<file path="src/hdl/ppm_pkg.sv">
package ppm_pkg;

	localparam int SAMPLE_W = 16;
	localparam int POS_W    = 10;
	localparam int MAX_POS  = 1 << POS_W;

	localparam logic ACT_WRITE = 1'b0;
	localparam logic ACT_QUERY = 1'b1;

	typedef enum logic [2:0] {
		ST_IDLE,
		ST_READ,
		ST_DRAIN,
		ST_RANK,
		ST_FIN
	} state_t;

	typedef struct packed {
		logic load;
		logic rotate;
	} rank_ctl_t;

endpackage

</file>
<file path="src/hdl/ppm_rank.sv">
module ppm_rank
	import ppm_pkg::*;
#(
	parameter int WINDOW_LEN = 5
) (
	input  logic                clk,
	input  rank_ctl_t           ctl,
	input  logic [SAMPLE_W-1:0] din,
	output logic [SAMPLE_W-1:0] head,
	output logic                hit
);

	localparam int CW = $clog2(WINDOW_LEN + 1);
	localparam logic [CW-1:0] MID = CW'(WINDOW_LEN / 2);

	logic [WINDOW_LEN-1:0][SAMPLE_W-1:0] vals_q;
	logic [WINDOW_LEN-1:0]               lt;
	logic [WINDOW_LEN-1:0]               le;
	logic [CW-1:0]                       lt_cnt;
	logic [CW-1:0]                       le_cnt;
	logic [SAMPLE_W-1:0]                 tail_in;

	assign tail_in = ctl.load ? din : vals_q[0];

	// shift ring: loads enter at the tail, rotation brings the next candidate to the head
	always_ff @(posedge clk) begin
		if (ctl.load || ctl.rotate) begin
			for (int i = 0; i < WINDOW_LEN - 1; i++) begin
				vals_q[i] <= vals_q[i+1];
			end
			vals_q[WINDOW_LEN-1] <= tail_in;
		end
	end

	// compare head against every lane
	always_comb begin
		for (int j = 0; j < WINDOW_LEN; j++) begin
			lt[j] = vals_q[j] < vals_q[0];
			le[j] = vals_q[j] <= vals_q[0];
		end
		lt_cnt = CW'($countones(lt));
		le_cnt = CW'($countones(le));
	end

	assign head = vals_q[0];
	assign hit  = (lt_cnt <= MID) && (le_cnt > MID);

endmodule

</file>
<file path="config.mk">
export PLATFORM = sky130hd
export DESIGN_NAME = ppm_rank
export DESIGN_NICKNAME = d
export VERILOG_FILES = /design/src/hdl/ppm_pkg.sv /design/src/hdl/ppm_rank.sv
export SDC_FILE = /design/constraint.sdc
export NUM_CORES = 1
export LEC_CHECK = 0
export ABC_CLOCK_PERIOD_IN_PS = 4350
export BUFFER_PORTS_ARGS = -buffer_cell sky130_fd_sc_hd__buf_2
export CORE_MARGIN = 1
export CORE_UTILIZATION = 40
export DETAILED_ROUTE_END_ITERATION = 12
export GPL_TIMING_DRIVEN = 0
export SYNTH_ARGS = -nofsm -noshare
export SYNTH_HDL_FRONTEND = slang
export SYNTH_SLANG_ARGS = --single-unit
</file>
<file path="constraint.sdc">
create_clock -name clk -period 4.35 [get_ports clk]
set_input_delay 1.305 -clock clk [delete_from_list [all_inputs] [get_ports clk]]
set_output_delay 1.305 -clock clk [all_outputs]
set_load 0.05 [all_outputs]
</file>
==> out/metrics.cfg, run 1 <==
[run_status]
status = complete, but fails checks
violations = negative setup slack

[routing]
drtAntennaViolNets = 0
drt-pass1-iter-count = 4
wl_per_cell_um = 15.42
via_per_inst = 5.058
num_vias = 2721
first_iter_violations = 83
drc = 0
wirelength_mm = 8.295

[sta]
setup_tns_ns = -0.4375
setup_slack_ns = -0.4375
rsz0062_at_grt = yes
hold_viol = 0
tightest_slew_ns = 0.5924
clock_skew_ns = 0.007324
whs_ns = 0.4518
achievable-frequency_mhz = 208.9
final-setup-viol-count = 1
finalMaxSlewViolations = 0
fin_crit_ns = 4.788
maxSlewHeadroom_pct = 60.51
fin_crit_sh_pct = 110.1

[power_and_ir_drop]
power_per_cell_area_mw_per_mm2 = 429.9
ir_worst_vdd_mv = 0.3383
leakage_nw = 2.201

[yosys]
syn-num-nets = 426
synth_warnings = 0
ys_types = 35
netlist_instances = 335
seq_area_frac_synth_pct = 55.48
synth_edf_count = 80
avgSynthCellArea_um2 = 12.93
synth-main-ff-cell = edfxtp_1
synth_seq_cells = 80
syn_area_mm2 = 0.004330
async_flop_share_pct = 0

[placement]
dp_hpwl_mm = 6.077
dp_slack_ns = -0.4938
place_area_mm2 = 0.004718
gp_congestion = 0.7408
io_buffers = 35

[global_routing]
grt_pass1_wl_mm = 13.83
grt_start_max_net_pins = 47
track_usage_pct = 16.44
grt_overflow_total = 0
antenna_found_initial = 0
first_global_vias = 2795

[critical_path]
crit_slowest_cell = edfxtp_1
critPathRequiredTime_ns = 3.04
cp_num_buf_inv = 4
r2r_cells = 1
critPathLaunchType = flop
path_class = flop to primary output
setup.worst_path.end_class = primary output
critPathMaxFanout = 4
cp_cell_sequence = inv_2, buf_4, ha_1, a21oi_1, o21ai_1, a22o_1, o31a_1, ha_1, inv_1, fa_2, ha_4, nor3b_4, nor3_4, buf_6
crit_path_frequent_cell = ha_1
worstReg2RegStart = head[0]
critPathMaxStageDelay_ns = 0.42
cp-startpoint = head[1]
crit_arrival_ns = 3.48
cp.depth = 14
crit_family = adder cells

[layout]
drive_gt1_share_pct = 32.09
area_growth_pct = 22.91
final_area_mm2 = 0.005323
fin_nets = 488
antennaDiodeCount = 0

[clocking]
holdBufCountCts = 0
clkTransAtPathRegs_ns = 0.09
cts_tree = done
cts-root-buf = clkbuf_8
numCtsBuffers = 9
clock_latency_ns = 0.36
numClockSinks = 80
cts_max_level = 3
cts_max_path_buffers = 2

[hold_path]
hold_path.class = flop to flop
min_from = vals_q[56]
whs_path_depth = 0

[floorplanning]
rows = 37
fp.coreArea_mm2 = 0.01042
die-area_mm2 = 0.01125
fp.dieW_um = 106.1
start_util_pct = 41.57
die_y_um = 106.1
io_pins = 36

[flow_run]
max_cap_violations = 0

==> cell families after synthesis <==
kind of cell,after synthesis,synth area share [%]
AND/OR/NAND/NOR,67,8.582
adder cells (fa/ha/maj),72,21.15
AO/OA/AOI/OAI,69,9.159
buffers and inverters,46,5.374
flip-flops,80,55.48
multiplexers,1,0.2600
==> cell usage after synthesis (all sizes together) (2+ instances only) <==
cell type  number  area (um^2)
a21bo           4        40.04
buf            16        120.1
nand3           6        40.04
a21o            2        15.01
nor2            4        15.01
o21ai          24        120.1
and4            3        26.28
a21oi          31        158.9
nand4          10        75.07
nand2b          2        15.02
ha             70        875.8
o211ai          3        22.52
inv            27        101.4
nand2          30        112.6
edfxtp         80         2402
nor2b           3        18.77
clkbuf          3        11.26
nor4            3        31.28
fa              2        40.04
nor3            3        15.01
==> registers in the layout, summed over array words and instances, names as in the netlist <==
signal and count:
head 16, vals_q 64
==> timing repair <==
action,4_1_cts,5_1_grt
setup endpoints to repair,1,1
buffers inserted,14,1
gates resized for setup,39,2
pin swaps,16,2
gates cloned,0,0
==> placed cells by master, fill, tap and decap left out, types with 2 or more instances in the layout <==
master,count
edfxtp_1,80
ha_1,55
buf_2,34
buf_4,31
nand2_1,30
a21oi_1,29
o21ai_1,17
inv_1,15
ha_4,15
clkbuf_8,9
nand4_1,8
inv_2,7
o21ai_0,7
inv_4,5
nand3_1,4
a21bo_1,4
nor2_1,4
clkbuf_1,3
nor2b_1,3
o211ai_1,3
and4_1,3
a21o_1,2
a21oi_2,2
nor4_4,2
nand3_2,2
fa_2,2
clkinv_4,2
inv_6,2
clkinvlp_4,2
==> through the flow <==
step                power [mW]  util (%)  cells
finish                   2.288     51.10    538
global route             2.429     51.10    538
CTS                      2.297     50.92    537
detailed placement       1.594     45.30    507
global placement         1.568     45.08    506
floorplan                1.441         -    335
==> cell type report <==
| class | instances | area, um^2 |
|---|---|---|
| inverter | 27 | 113.9 |
| clock buffer | 9 | 123.9 |
| sequential | 80 | 2402 |
| timing repair buffer | 51 | 314.1 |
| buffer | 19 | 131.4 |
| clock inverter | 7 | 80.08 |
| fill | 908 | 5094 |
| tap | 136 | 170.2 |
| multi-input combinational | 209 | 1987 |
==> final timing paths <==
check | end | slack (ns)
max | hit | -0.44
min | vals_q[40] | 0.45
max reg2reg | vals_q[64] | 3.27
min reg2reg | vals_q[40] | 0.45
==> routing by layer <==
metal,GRT usage (%),wire (um),vias to the layer above
li1,-,-,1372
met1,21.28,3933,1292
met2,27.17,3976,45
met3,3.127,229,12
met4,6.548,155,0
met5,0,0,-
==> power by group <==
part	internal [mW]	switching, mW
clock	0.271	0.293
combinational	0.308	0.411
sequential	0.952	0.0535
total	1.53	0.757
Note: power is estimated with default switching activity, not from simulation.
==> inputs of run 2 (changes only) <==
--- a/config.mk
+++ b/config.mk
@@ -7,10 +7,12 @@
 export LEC_CHECK = 0
 export ABC_CLOCK_PERIOD_IN_PS = 4350
 export BUFFER_PORTS_ARGS = -buffer_cell sky130_fd_sc_hd__buf_2
+export CELL_PAD_IN_SITES_DETAIL_PLACEMENT = 1
+export CELL_PAD_IN_SITES_GLOBAL_PLACEMENT = 1
 export CORE_MARGIN = 1
 export CORE_UTILIZATION = 40
 export DETAILED_ROUTE_END_ITERATION = 12
-export GPL_TIMING_DRIVEN = 0
+export PLACE_DENSITY_LB_ADDON = 0.1
 export SYNTH_ARGS = -nofsm -noshare
 export SYNTH_HDL_FRONTEND = slang
 export SYNTH_SLANG_ARGS = --single-unit
==> run 2 against run 1 <==
Effect of this change: flip-flop and latch count unchanged; worst hold slack better by 0.0046 ns; largest power group unchanged; the flow still finishes with violations (negative setup slack); global-route usage rose by 2.4 points.
==> out/metrics.cfg, run 2 (synthesis gave the netlist of run 1 again) <==
[sta]
clock_skew_ns = 0.005664  ; -0.001659 ns
setup_tns_ns = -0.3624  ; +0.07516 ns
hold_viol = 0  ; unchanged
setup_slack_ns = -0.3624  ; +0.07516 ns
fin_crit_sh_pct = 108.3  ; -1.7 points
fin_crit_ns = 4.712  ; -0.07516 ns
achievable-frequency_mhz = 212.2  ; +1.6%
final-setup-viol-count = 1  ; unchanged
maxSlewHeadroom_pct = 67.97  ; +7.5 points
finalMaxSlewViolations = 0  ; unchanged
tightest_slew_ns = 0.4805  ; -0.1119 ns
rsz0062_at_grt = yes

[layout]
fin_nets = 504  ; +3.3%
layout_common_cells = edfxtp_1, ha_1, buf_4
layout_commonest_cell = edfxtp_1
fillers = 1087  ; +20%
top_register = vals_q
area_growth_pct = 25.80
antennaDiodeCount = 0  ; unchanged
drive_gt1_share_pct = 35.17  ; +3.1 points
largest_reg_flops = 64  ; unchanged
finalNonFillerCells = 554  ; +3.0%

[critical_path]
critPathMaxStageDelay_ns = 0.40  ; -0.02 ns
cp-startpoint = head[14]
path_class = flop to primary output
crit_arrival_ns = 3.41  ; -0.07 ns
crit_family = adder cells
cp_num_buf_inv = 3  ; -1
critPathLaunchType = flop
critPathMaxFanout = 5  ; +1
critPathRequiredTime_ns = 3.04  ; about the same
crit_path_frequent_cell = ha_4
setup.worst_path.end_class = primary output
cp_cell_sequence = inv_4, ha_4, nand4_1, nor3_2, a21boi_2, nor4b_4, ha_1, inv_2, fa_2, ha_4, a31oi_4, nor3_4, buf_6
crit_slowest_cell = edfxtp_1
worstReg2RegStart = head[0]

[placement]
dp_slack_ns = -0.3206  ; +0.1732 ns
dpl.cell_count = 529  ; +4.3%
dp_hpwl_mm = 7.234  ; +19%
io_buffers = 35  ; unchanged
gp_congestion = 0.7660  ; +3.4%

[clocking]
cts_max_path_buffers = 2  ; unchanged
clkTransAtPathRegs_ns = 0.08  ; about the same
clock_latency_ns = 0.36  ; about the same
cts-root-buf = clkbuf_8
numClockSinks = 80  ; unchanged
numCtsBuffers = 9  ; unchanged
cts_tree = done
holdBufCountCts = 0  ; unchanged
cts_max_level = 3  ; unchanged

[routing]
num_vias = 2829  ; +4.0%
wirelength_mm = 9.698  ; +17%
drtAntennaViolNets = 0  ; unchanged
via_per_inst = 5.106  ; +0.97%
first_iter_violations = 68  ; -18%
wl_per_cell_um = 17.51  ; +14%
drt-pass1-iter-count = 4  ; unchanged
drc = 0  ; unchanged

[floorplanning]
die-area_mm2 = 0.01125  ; unchanged
fp.coreArea_mm2 = 0.01042  ; unchanged
start_util_pct = 41.57  ; unchanged
rows = 37  ; unchanged
fp.dieW_um = 106.1  ; unchanged
die_y_um = 106.1  ; unchanged
io_pins = 36  ; unchanged

[run_status]
status = complete, but fails checks
violations = negative setup slack

[power_and_ir_drop]
finalPower_mw = 2.326  ; +1.7%
ir_worst_vdd_mv = 0.4088  ; +21%
power_per_cell_area_mw_per_mm2 = 427.0  ; -0.66%
leakage_nw = 2.283  ; +3.7%

[global_routing]
track_usage_pct = 18.84  ; +2.4 points
grt_start_max_net_pins = 50  ; +6.4%
grt_overflow_total = 0  ; unchanged
grt_pass1_wl_mm = 15.64  ; +13%
antenna_found_initial = 0  ; unchanged
first_global_vias = 3098  ; +11%

[flow_run]
max_cap_violations = 0  ; unchanged

[hold_path]
min_from = vals_q[64]
hold_path.class = flop to flop

==> run 2: worst paths after layout <==
| path | to | slack, ns | depth (start not counted) |
|---|---|---|---|
| hold reg to reg | vals_q[48] | 0.46 | 0 |
| setup / recovery | hit | -0.36 | 13 |
| setup reg to reg | vals_q[64] | 3.21 | 2 |
| hold / removal | vals_q[48] | 0.46 | 0 |
==> run 2: metrics by stage <==
step	hold slack [ns]	area [um^2]	utilization (%)
global route	0.4645	5448	52.30
CTS	0.4537	5368	51.53
floorplan	0.4264	4350	-
global placement	0.4306	4895	46.99
finish	0.4564	5448	52.30
detailed placement	0.4409	4895	46.99
==> run 2: final cells by class <==
| class | instances | area [um^2] | share of cell area, % |
|---|---|---|---|
| Clock buffer | 10 | 127.6 | 2.343 |
| Clock inverter | 6 | 50.05 | 0.9187 |
| Inverter | 27 | 103.9 | 1.906 |
| Multi-Input combinational cell | 209 | 2017 | 37.02 |
| Sequential cell | 80 | 2402 | 44.10 |
| Tap cell | 136 | 170.2 | 3.124 |
| Timing Repair Buffer | 86 | 576.8 | 10.59 |
==> run 2: routing by layer <==
metal	GRT usage, %	share of wire, %	vias to the layer above
li1	-	-	1401
met1	23.82	46	1375
met2	31.75	50	39
met3	3.679	2.7	14
met4	7.440	1.8	0
met5	0	0	-
==> run 2: repair_timing <==
item                       in CTS  in global routing
cloned                          0                  0
gates resized for setup        34                  8
setup buffers                   7                  3
pin swaps                      24                  8
setup endpoints to repair       1                  1
==> run 2: power by group <==
group          switching (mW)  total, mW  internal, mW
registers              0.0521       1.00         0.952
logic                   0.443      0.794         0.351
clock network           0.271      0.528         0.257
total                   0.766       2.33          1.56
